==> src/rtl/tpcs_pkg.sv <==
// shared types, constants and the prescaler lookup function of the timer prescaler search
`default_nettype none

package tpcs_pkg;

  // datapath widths
  localparam int unsigned DIV_W     = 32;
  localparam int unsigned CMP_W     = 16;
  localparam int unsigned DUTY_W    = 7;
  localparam int unsigned PROD_W    = CMP_W + DUTY_W;
  localparam int unsigned SEL_W     = 3;
  localparam int unsigned SHIFT_W   = 4;

  // prescaler tables and search limits
  localparam int unsigned MAX_PRESCALE_STEPS_DEF = 7;
  localparam logic [SEL_W-1:0] TABLE_FIVE_LEN  = 3'd5;
  localparam logic [SEL_W-1:0] TABLE_SEVEN_LEN = 3'd7;

  // constants
  localparam logic [DIV_W-1:0] DUTY_DIV  = 32'd100;
  localparam logic [DIV_W-1:0] CLOCK_RST = 32'd16000000;
  localparam logic [CMP_W-1:0] CMP_MAX   = 16'hFFFF;

  typedef enum logic [2:0] {
    ST_IDLE,
    ST_TRY,
    ST_TRY_WAIT,
    ST_MUL,
    ST_DUTY,
    ST_DUTY_WAIT,
    ST_OUT
  } tpcs_state_e;

  // log2 of the prescaler at table position idx (every entry is a power of two)
  function automatic logic [SHIFT_W-1:0] prescale_shift(input logic seven,
                                                        input logic [SEL_W-1:0] idx);
    logic [SHIFT_W-1:0] sh;
    sh = '0;
    if (seven) begin
      unique case (idx)
        3'd0:    sh = 4'd0;
        3'd1:    sh = 4'd3;
        3'd2:    sh = 4'd5;
        3'd3:    sh = 4'd6;
        3'd4:    sh = 4'd7;
        3'd5:    sh = 4'd8;
        3'd6:    sh = 4'd10;
        default: sh = 4'd0;
      endcase
    end else begin
      unique case (idx)
        3'd0:    sh = 4'd0;
        3'd1:    sh = 4'd3;
        3'd2:    sh = 4'd6;
        3'd3:    sh = 4'd8;
        3'd4:    sh = 4'd10;
        default: sh = 4'd0;
      endcase
    end
    return sh;
  endfunction

endpackage

`default_nettype wire

==> src/rtl/timer_prescaler_compare_search_top.sv <==
// top level of the timer prescaler and compare value search
`default_nettype none

// Finds the first prescaler whose compare value clock_hz/(k*p*freq_hz)-1 fits the
// limit (k=2 and compare_limit with compare output, else k=1 and a zero limit) and
// whose quotient is nonzero, walking the five- or seven-entry table in order, and
// returns the clock select, the compare value and a PWM duty compare.
// One request is worked at a time on a single 32-bit restoring divider that yields
// one quotient bit per cycle, used for each prescaler tried and then for the duty
// scaling. A zero frequency skips the divider and goes straight to the output
// state. The input stalls while a request is in work and takes the next beat in
// the cycle after the result is loaded; a finished result sits in an output
// register, so the next request can be taken while the result beat still waits
// downstream. A result that finds that register full and stalled waits, with the
// input stalled, until it drains. The user must write clock_hz only while idle;
// the block itself does not enforce it.
module timer_prescaler_compare_search_top #(
  parameter int unsigned MAX_PRESCALE_STEPS = tpcs_pkg::MAX_PRESCALE_STEPS_DEF
) (
  input  wire logic        clk_i,
  input  wire logic        rst_ni,
  // clock_hz register write
  input  wire logic        cfg_we_i,
  input  wire logic [31:0] cfg_wdata_i,
  // request channel
  input  wire logic        in_valid_i,
  output logic             in_stall_o,
  input  wire logic [31:0] freq_hz_i,
  input  wire logic        prescaler_set_i,
  input  wire logic        use_compare_i,
  input  wire logic [15:0] compare_limit_i,
  input  wire logic [6:0]  duty_percent_i,
  // result channel
  output logic             out_valid_o,
  input  wire logic        out_stall_i,
  output logic             ok_o,
  output logic [2:0]       clock_select_o,
  output logic [15:0]      compare_value_o,
  output logic [15:0]      duty_compare_o
);

  localparam logic [tpcs_pkg::SEL_W-1:0] MaxSteps = tpcs_pkg::SEL_W'(MAX_PRESCALE_STEPS);

  tpcs_pkg::tpcs_state_e state_q, state_d;

  // configuration
  logic [31:0] clock_q;

  // latched request
  logic [31:0] freq_q;
  logic        set_q;
  logic        cmp_q;
  logic [15:0] limit_q;
  logic [6:0]  duty_q;
  logic [2:0]  idx_q, idx_d;
  logic [2:0]  steps_q;

  // working result
  logic        res_ok_q, res_ok_d;
  logic [2:0]  res_sel_q, res_sel_d;
  logic [15:0] res_val_q, res_val_d;
  logic [15:0] res_duty_q, res_duty_d;
  logic [tpcs_pkg::PROD_W-1:0] prod_q;

  // output register
  logic        out_valid_q, out_valid_d;
  logic        ok_q;
  logic [2:0]  sel_q;
  logic [15:0] val_q;
  logic [15:0] dc_q;

  // divider hookup
  logic        div_start;
  logic        div_done;
  logic [31:0] div_dividend;
  logic [31:0] div_divisor;
  logic [31:0] div_quo;

  logic        in_acc;
  logic        out_load;
  logic        latch_req;
  logic [2:0]  table_len;
  logic [tpcs_pkg::SHIFT_W-1:0] shift;
  logic [15:0] eff_limit;
  logic [31:0] val_full;
  logic        hit;
  logic [15:0] top_val;

  assign in_acc    = in_valid_i && !in_stall_o;
  assign in_stall_o = (state_q != tpcs_pkg::ST_IDLE);
  assign out_load  = (state_q == tpcs_pkg::ST_OUT) && (!out_valid_q || !out_stall_i);
  assign latch_req = in_acc;

  assign table_len = prescaler_set_i ? tpcs_pkg::TABLE_SEVEN_LEN : tpcs_pkg::TABLE_FIVE_LEN;

  // divisor doubling for compare output is one more shift of the clock
  assign shift = tpcs_pkg::prescale_shift(set_q, idx_q) + tpcs_pkg::SHIFT_W'(cmp_q);

  assign eff_limit = cmp_q ? limit_q : '0;
  assign val_full  = div_quo - 32'd1;
  assign hit       = (div_quo != '0) && (val_full <= {16'b0, eff_limit});
  assign top_val   = (res_val_q == '0) ? limit_q : res_val_q;

  // one divider: prescaler tries, then the duty scaling by 100
  assign div_start    = (state_q == tpcs_pkg::ST_TRY) || (state_q == tpcs_pkg::ST_DUTY);
  assign div_dividend = (state_q == tpcs_pkg::ST_DUTY) ?
                        {{(32 - tpcs_pkg::PROD_W){1'b0}}, prod_q} : (clock_q >> shift);
  assign div_divisor  = (state_q == tpcs_pkg::ST_DUTY) ? tpcs_pkg::DUTY_DIV : freq_q;

  tpcs_div #(
    .Width(tpcs_pkg::DIV_W)
  ) u_div (
    .clk_i     (clk_i),
    .rst_ni    (rst_ni),
    .start_i   (div_start),
    .dividend_i(div_dividend),
    .divisor_i (div_divisor),
    .done_o    (div_done),
    .quotient_o(div_quo)
  );

  // sequencer
  always_comb begin
    state_d    = state_q;
    idx_d      = idx_q;
    res_ok_d   = res_ok_q;
    res_sel_d  = res_sel_q;
    res_val_d  = res_val_q;
    res_duty_d = res_duty_q;
    unique case (state_q)
      tpcs_pkg::ST_IDLE: begin
        if (in_acc) begin
          idx_d      = '0;
          res_ok_d   = 1'b0;
          res_sel_d  = '0;
          res_val_d  = '0;
          res_duty_d = '0;
          // zero frequency fails without a try
          state_d = (freq_hz_i == '0) ? tpcs_pkg::ST_OUT : tpcs_pkg::ST_TRY;
        end
      end
      tpcs_pkg::ST_TRY: begin
        state_d = tpcs_pkg::ST_TRY_WAIT;
      end
      tpcs_pkg::ST_TRY_WAIT: begin
        if (div_done) begin
          res_sel_d = idx_q + 3'd1;
          res_val_d = val_full[15:0];
          if (hit) begin
            res_ok_d = 1'b1;
            state_d  = tpcs_pkg::ST_MUL;
          end else if (idx_q == steps_q - 3'd1) begin
            state_d  = tpcs_pkg::ST_OUT;
          end else begin
            idx_d    = idx_q + 3'd1;
            state_d  = tpcs_pkg::ST_TRY;
          end
        end
      end
      tpcs_pkg::ST_MUL: begin
        state_d = tpcs_pkg::ST_DUTY;
      end
      tpcs_pkg::ST_DUTY: begin
        state_d = tpcs_pkg::ST_DUTY_WAIT;
      end
      tpcs_pkg::ST_DUTY_WAIT: begin
        if (div_done) begin
          // duty above 100 can overflow 16 bits
          res_duty_d = (div_quo > {16'b0, tpcs_pkg::CMP_MAX}) ? tpcs_pkg::CMP_MAX
                                                              : div_quo[15:0];
          state_d    = tpcs_pkg::ST_OUT;
        end
      end
      tpcs_pkg::ST_OUT: begin
        if (out_load) begin
          state_d = tpcs_pkg::ST_IDLE;
        end
      end
      default: begin
        state_d = tpcs_pkg::ST_IDLE;
      end
    endcase
  end

  always_comb begin
    out_valid_d = out_valid_q;
    if (out_load) begin
      out_valid_d = 1'b1;
    end else if (out_valid_q && !out_stall_i) begin
      out_valid_d = 1'b0;
    end
  end

  // control state
  always_ff @(posedge clk_i or negedge rst_ni) begin
    if (!rst_ni) begin
      state_q     <= tpcs_pkg::ST_IDLE;
      out_valid_q <= 1'b0;
      clock_q     <= tpcs_pkg::CLOCK_RST;
    end else begin
      state_q     <= state_d;
      out_valid_q <= out_valid_d;
      if (cfg_we_i) begin
        clock_q <= cfg_wdata_i;
      end
    end
  end

  // payload
  always_ff @(posedge clk_i) begin
    if (latch_req) begin
      freq_q  <= freq_hz_i;
      set_q   <= prescaler_set_i;
      cmp_q   <= use_compare_i;
      limit_q <= compare_limit_i;
      duty_q  <= duty_percent_i;
      steps_q <= (MaxSteps < table_len) ? MaxSteps : table_len;
    end
    idx_q      <= idx_d;
    res_ok_q   <= res_ok_d;
    res_sel_q  <= res_sel_d;
    res_val_q  <= res_val_d;
    res_duty_q <= res_duty_d;
    if (state_q == tpcs_pkg::ST_MUL) begin
      prod_q <= {{tpcs_pkg::DUTY_W{1'b0}}, top_val} *
                {{tpcs_pkg::CMP_W{1'b0}}, duty_q};
    end
    if (out_load) begin
      ok_q  <= res_ok_q;
      sel_q <= res_sel_q;
      val_q <= res_val_q;
      dc_q  <= res_duty_q;
    end
  end

  assign out_valid_o     = out_valid_q;
  assign ok_o            = ok_q;
  assign clock_select_o  = sel_q;
  assign compare_value_o = val_q;
  assign duty_compare_o  = dc_q;

endmodule

`default_nettype wire

==> src/rtl/tpcs_div.sv <==
// iterative restoring divider, one quotient bit per cycle
`default_nettype none

module tpcs_div #(
  parameter int unsigned Width = tpcs_pkg::DIV_W
) (
  input  wire logic             clk_i,
  input  wire logic             rst_ni,
  input  wire logic             start_i,
  input  wire logic [Width-1:0] dividend_i,
  input  wire logic [Width-1:0] divisor_i,
  output logic                  done_o,
  output logic [Width-1:0]      quotient_o
);

  localparam int unsigned CntW = $clog2(Width);

  logic              busy_q, busy_d;
  logic              done_q, done_d;
  logic [CntW-1:0]   cnt_q, cnt_d;
  logic [Width-1:0]  rem_q, rem_d;
  logic [Width-1:0]  quo_q, quo_d;
  logic [Width-1:0]  dsr_q, dsr_d;
  logic [Width:0]    rem_sh;
  logic [Width:0]    rem_sub;
  logic              last;

  assign rem_sh  = {rem_q, quo_q[Width-1]};
  assign rem_sub = rem_sh - {1'b0, dsr_q};
  assign last    = (cnt_q == CntW'(Width - 1));

  always_comb begin
    busy_d = busy_q;
    done_d = 1'b0;
    cnt_d  = cnt_q;
    rem_d  = rem_q;
    quo_d  = quo_q;
    dsr_d  = dsr_q;
    if (start_i) begin
      busy_d = 1'b1;
      cnt_d  = '0;
      rem_d  = '0;
      quo_d  = dividend_i;
      dsr_d  = divisor_i;
    end else if (busy_q) begin
      // restoring step: keep the difference when it does not borrow
      if (!rem_sub[Width]) begin
        rem_d = rem_sub[Width-1:0];
        quo_d = {quo_q[Width-2:0], 1'b1};
      end else begin
        rem_d = rem_sh[Width-1:0];
        quo_d = {quo_q[Width-2:0], 1'b0};
      end
      cnt_d = cnt_q + CntW'(1);
      if (last) begin
        busy_d = 1'b0;
        done_d = 1'b1;
      end
    end
  end

  always_ff @(posedge clk_i or negedge rst_ni) begin
    if (!rst_ni) begin
      busy_q <= 1'b0;
      done_q <= 1'b0;
      cnt_q  <= '0;
    end else begin
      busy_q <= busy_d;
      done_q <= done_d;
      cnt_q  <= cnt_d;
    end
  end

  always_ff @(posedge clk_i) begin
    rem_q <= rem_d;
    quo_q <= quo_d;
    dsr_q <= dsr_d;
  end

  assign done_o     = done_q;
  assign quotient_o = quo_q;

endmodule

`default_nettype wire

==> config.mk <==
export PLATFORM = sky130hd
export DESIGN_NAME = timer_prescaler_compare_search_top
export DESIGN_NICKNAME = d
export VERILOG_FILES = /design/src/rtl/tpcs_pkg.sv /design/src/rtl/timer_prescaler_compare_search_top.sv /design/src/rtl/tpcs_div.sv
export SDC_FILE = /design/constraint.sdc
export NUM_CORES = 1
export LEC_CHECK = 0
export BUFFER_PORTS_ARGS = -buffer_cell sky130_fd_sc_hd__buf_2
export CAP_MARGIN = 20
export CORE_MARGIN = 8
export CORE_UTILIZATION = 46
export DETAILED_ROUTE_END_ITERATION = 10
export PLACE_DENSITY_LB_ADDON = 0.12
export SLEW_MARGIN = 40
export SYNTH_ARGS = -nofsm -noshare
export SYNTH_HDL_FRONTEND = slang
export SYNTH_SLANG_ARGS = --single-unit
export TNS_END_PERCENT = 5
==> constraint.sdc <==
create_clock -name clk_i -period 7.85 [get_ports clk_i]
set_input_delay 1.1775 -clock clk_i [delete_from_list [all_inputs] [get_ports clk_i]]
set_output_delay 1.1775 -clock clk_i [all_outputs]
set_load 0.01 [all_outputs]
# Word-level counts from Yosys, hierarchy flattened
# Index checks and enable logic that the tools add are counted.
[totals]
ff_bits = 297
latch_bits = 0
ram_bits = 0
romBits = 0
input_bits = 94
output_inout_bits = 38
word_cells = 126
mem_count = 0
[op_classes]
addsub = 6
multipliers = 1
div_mod_pow = 0
magnitude_cmp = 3
n_eq_ne = 21
shifts = 1
mux = 46
bitwise_logic = 0
reduce_logical = 23
[ops]
columns = ["operator", "n"]
rows = [
  ["two-way mux 32 bit", 4],
  ["two-way mux 16 bit", 6],
  ["one-hot mux 16 bit (2 select lines)", 2],
  ["two-way mux 3 bit", 12],
  ["subtractor 33 x 32 -> 33 bit", 1],
  ["> comparator 32 x 16 -> 1 bit (second input constant)", 1],
  ["<= comparator 32 x 16 -> 1 bit", 1],
  ["logical NOT 32 bit", 1],
  ["nonzero test 32 bit", 1],
  [">> shifter 32 x 4 -> 32 bit", 1],
  ["subtractor 32 x 1 -> 32 bit (second input constant)", 1],
  ["one-hot mux 4 bit (6 select lines)", 1],
  ["multiplier 16 x 7 -> 23 bit", 1],
  ["one-hot mux 3 bit (7 select lines)", 1],
  ["== test 3 bit (second input constant)", 6],
  ["logical NOT 16 bit", 1],
  ["one-hot mux 4 bit (4 select lines)", 1],
  ["== test 3 x 2 -> 1 bit (second input constant)", 4],
  ["two-way mux 1 bit", 12],
  ["one-hot mux 3 bit (2 select lines)", 2],
  ["two-way mux 5 bit", 2],
  ["inequality test 2 bit (second input constant)", 5],
  ["AND reduction 4 bit", 2],
  ["nonzero test 2 bit", 4],
  ["other kinds (19)", 28],
]

# Depth between registers and ports, before layout
[depth]
ltp_word = 7
ltp_mapped = 24
depth_no_buf = 22

# By module
# From an unflattened synthesis, not the netlist that was laid out.
[unflattened]
hier_cells = 1736
area_unflattened_um2 = 19022.0
[by_module_without_submodules]
columns = ["mod", "n_inst", "cells_each", "area_per_inst_um2", "seq_area_each_um2"]
rows = [
  ["timer_prescaler_compare_search_top", 1, 1159, 13035.0, 5564.1],
  ["tpcs_div", 1, 577, 5987.0, 2737.6],
]

# Worst setup path after synthesis
# No wires, ideal clock.
[synth_path]
path_type = "reg-to-reg"
start = "register res_val_q[2]"
end = "register prod_q[22] (netlist name) (data pin)"
setup_time_ps = 260
t_arrival_ps = 5497
required_time_ps = 7590
setup_slack_ps = 2094
path_stages_with_launch = 24
n_path_buf = 2
period_less_slack_ps = 5756
cell_sequence = "edfxtp_1 -> nor4_1 -> and4_1 -> clkbuf_1 -> clkbuf_1 -> a21oi_1 -> nand2b_1 -> fa_1 -> inv_1 -> fa_1 -> fa_1 -> inv_1 -> fa_1 -> inv_1 -> ha_1 -> a21o_1 -> a21oi_1 -> nor3b_1 -> a21bo_2 -> nand2_1 -> o311ai_0 -> a31o_2 -> a21oi_1 -> xnor2_1"
[synth_via]
elab_chain_len = 3
[synth_lines]
columns = ["element", "line_no", "rtl"]
rows = [
  ["start, declared", "timer_prescaler_compare_search_top.sv:61", "logic [15:0] res_val_q, res_val_d;"],
  ["start signal, assigned", "timer_prescaler_compare_search_top.sv:222", "res_val_q <= res_val_d;"],
  ["logical NOT 16 bit", "timer_prescaler_compare_search_top.sv:102", "assign top_val = (res_val_q == '0) ? limit_q : res_val_q;"],
  ["two-way mux 16 bit *", "timer_prescaler_compare_search_top.sv:102", ""],
  ["multiplier 16 x 7 -> 23 bit *", "timer_prescaler_compare_search_top.sv:225", "prod_q <= {{tpcs_pkg::DUTY_W{1'b0}}, top_val} *"],
  ["end signal, assigned", "timer_prescaler_compare_search_top.sv:225", ""],
  ["end, declared", "timer_prescaler_compare_search_top.sv:63", "logic [tpcs_pkg::PROD_W-1:0] prod_q;"],
]
# Every way passes the cells marked *; elsewhere a longest branch is shown, timed or not.
# A chain may end at the register's enable or synchronous reset.

# Worst setup path in the final report
[layout_path]
start = "register res_val_q[11]"
end = "register prod_q[21] (netlist name) (data pin)"
# Same word-level chain as after synthesis.

==> impl_metrics.tcl <==
set metrics [dict create \
    grt_max_degree 60 \
    syn_avg_cell_area_um2 10.85 \
    cts_resized 0 \
    crit_arrival_ps 6660 \
    synth-simple-area-share_pct 13.82 \
    path_cells "nor4_1 -> and4_1 -> a21oi_1 -> nand2b_1 -> fa_1 -> fa_1 -> inv_1 -> fa_1 -> inv_1 -> fa_1 -> inv_1 -> ha_1 -> a2111oi_0 -> nor3_1 -> nor4b_1 -> nor3_1 -> nand2_1 -> a31oi_1 -> xor2_1" \
    fillers 3617 \
    cpPeakStageDelay_ps 630 \
    avgViaCountPerCell 5.572 \
    hold_end "duty_compare_o[5]" \
    ios 132 \
    grt_use_met1_pct 27.82 \
    use_met3_pct 4.037 \
    htree_levels 2 \
    synth_top_family_by_area "adder cells" \
    cts.sinks 294 \
    grt-busiest-layer "met2" \
    cts_hold_buf 0 \
    mostFrequentLayoutCells "edfxtp_1 (219), inv_1 (137), buf_2 (130)" \
    ys_seq_area_share_pct 44.05 \
    period_needed_ps 6359 \
    fin_tns_setup_ps 0 \
    row_count 74 \
    dr.pass1.iters 7 \
    synth_fa_ha_area_share_pct 13.94 \
    drive_above_1_share_pct 16.51 \
    die_area_mm2 0.04770 \
    cpMaxStageDelayCell "and4_1" \
    use_met2_pct 29.33 \
    dieWidth_um 218.4 \
    post_drt_wl_per_cell_um 19.22 \
    synth_edf_count 219 \
    cts_root_buf "clkbuf_16" \
    synth_mux_area_share_pct 8.147 \
    gp_congestion 0.9127 \
    yosysWarnings 0 \
    startpoint_type "flip-flop" \
    syn-num-nets 1999 \
    max_freq_mhz 157.3 \
    slew_headroom_pct 46.15 \
    cp-startpoint "res_val_q[11]" \
    clk_pin_slew_ps 60 \
    clock-skew-final_ps 20.28 \
    die_h_um 218.4 \
    min_from "res_duty_q[5]" \
    synth_xor_area_share_pct 3.260 \
    rsz0062_at_grt "no" \
    maxCapViolCount 0 \
    r2r-end "prod_q[21]" \
    grt_pass1_vias 13400 \
    ys_ff_latch 294 \
    ys_async_sr_fraction_pct 14.63 \
    finalHoldViolCount 0 \
    port_buffers 131 \
    numCtsBuffers 36 \
    worstMarginPinSlew_ps 807.7 \
    synth_area_mm2 0.01884 \
    track_usage_pct 19.33 \
    antenna_found_initial 0 \
    worst-r2r-setup-slack_ps 1490 \
    criticalPathCategory "reg2reg" \
    stdcell_count 2406 \
    cts_setup_buffers 0 \
    synth_compound_area_share_pct 12.26 \
    initial_utilization_pct 46.36 \
    nets 2107 \
    dpl.hpwl_um 35060 \
    r2r_cells 19 \
    mostFrequentLayoutCell "edfxtp_1" \
    setup-violations-final 0 \
    areaGrowthSynthToFinish_pct 12.52 \
    clock_latency_ps 550 \
    tritoncts "yes" \
    vias 13410 \
    grt.overflow.total 0 \
    wl_um 46230 \
    coreArea_mm2 0.04065 \
    status "finished clean" \
    grt_pass1_wl_um 73340 \
    route.detailed.drc 0 \
    critPathCaptureType "flip-flop" \
    initialDrtViolationCount 1118 \
    syn_inst 1737 \
    post-route-period-util_pct 81.00 \
    cp.required_ps 8150 \
    min_path_cells 0 \
    cp_common_cell "fa_1" \
    synth_ff_type "edfxtp_1" \
    reg2reg_from "res_val_q[11]" \
    dp.cells 2339 \
    drv_slew 0 \
    clockBufferDepth 3 \
    hp-class "reg2reg" \
    ant_nets 0 \
    crit_fanout 16 \
    yosysUniqueCellTypes 74 \
]
==> worst max-delay path by stage <==
stage	slack [ps]	to
finish	1490	prod_q[21]
global route	990	prod_q[21]
CTS	1530	prod_q[21]
detailed placement	1540	prod_q[21]
global placement	1670	prod_q[22]
floorplan	2090	prod_q[22]
==> cell families after synthesis <==
kind of cell / count (synthesis)
multiplexers: 126
AO/OA/AOI/OAI: 360
XOR/XNOR: 68
adder cells (fa/ha/maj): 168
flip-flops: 294
buffers and inverters: 216
AND/OR/NAND/NOR: 505
==> cell type report <==
type | instances | area, um2 | share of cell area, %
inverters | 141 | 529.3 | 2.496
flip-flops and latches | 294 | 8303 | 39.16
repair buffers | 145 | 774.5 | 3.653
well taps | 532 | 665.6 | 3.139
clock inverters | 16 | 175.2 | 0.8261
multi-input cells | 1227 | 9751 | 45.98
clock buffers | 49 | 1001 | 4.721
diodes | 2 | 5.005 | 0.02360
==> synth_stat cells (4+ instances only) <==
cell,n,share of area [%]
xor2_1,27,1.3
o21bai_1,7,0.28
a211oi_1,18,0.72
nor4_1,16,0.53
buf_1,11,0.22
and2_1,31,1.0
nand3b_1,4,0.16
nor2b_1,109,3.6
a221oi_1,14,0.65
nor3_1,23,0.61
a22o_1,7,0.33
inv_1,138,2.7
a31o_2,4,0.19
nand2_1,122,2.4
dfxtp_1,32,3.4
nand4_1,9,0.30
dfrtp_1,36,4.8
fa_1,70,7.4
edfxtp_1,219,35
o21ai_0,59,1.6
and3_1,21,0.70
nand3_1,18,0.48
mux2_2,47,2.8
nand2b_1,25,0.83
or3_1,6,0.20
clkbuf_1,48,0.96
mux2i_1,60,3.2
or2_2,6,0.20
o21ai_1,21,0.56
mux4_2,17,2.0
xnor2_1,40,1.9
a31oi_1,14,0.46
o21a_1,22,0.88
nor2_1,99,2.0
a21oi_1,105,2.8
a21o_1,31,1.2
buf_2,12,0.32
ha_1,98,6.5
o22ai_1,18,0.60
dfstp_2,7,0.98
o211ai_1,6,0.24
==> metal layers <==
layer | up-vias | part of all wire (%) | wire length (um)
met5 | - | 0 | 0
met4 | 0 | 2.2 | 1013
met3 | 75 | 6.2 | 2869
met2 | 356 | 44 | 20490
met1 | 6540 | 47 | 21860
li1 | 6436 | - | -
==> worst max-delay path: cells and delay by family, from the launching register on <==
kind / cells / cell delay, ps
compound gates: 3 / 940
fa+ha+maj: 5 / 2410
flops: 1 / 420
xor+xnor: 1 / 150
buf+inv: 3 / 150
simple gates: 7 / 2050
==> registers in the layout, summed over array words and instances (netlist names), 5 cells and up <==
register and flops:
res_duty_q 16, freq_q 32, u_div.cnt_q 5, duty_compare_o 16
u_div.rem_q 32, compare_value_o 16, u_div.quotient_o 32, res_val_q 16
duty_q 7, limit_q 16, prod_q 23, u_div.dsr_q 32
clock_q 32
==> stage by stage <==
step           utilization (%)  area, um2  worst slack, ps  hold slack [ps]
3_5_place_dp             49.26      20020             1536            404.5
4_1_cts                  52.15      21200             1528            419.0
2_1_floorplan                -      18840             2094            400.3
3_3_place_gp             49.12      19970             1667            405.1
5_1_grt                  52.15      21200            985.0            426.3
6_report                 52.17      21200             1491            415.1
Power is not shown: default switching activity piles up to over one toggle a cycle in this logic, so the estimate is an artifact.
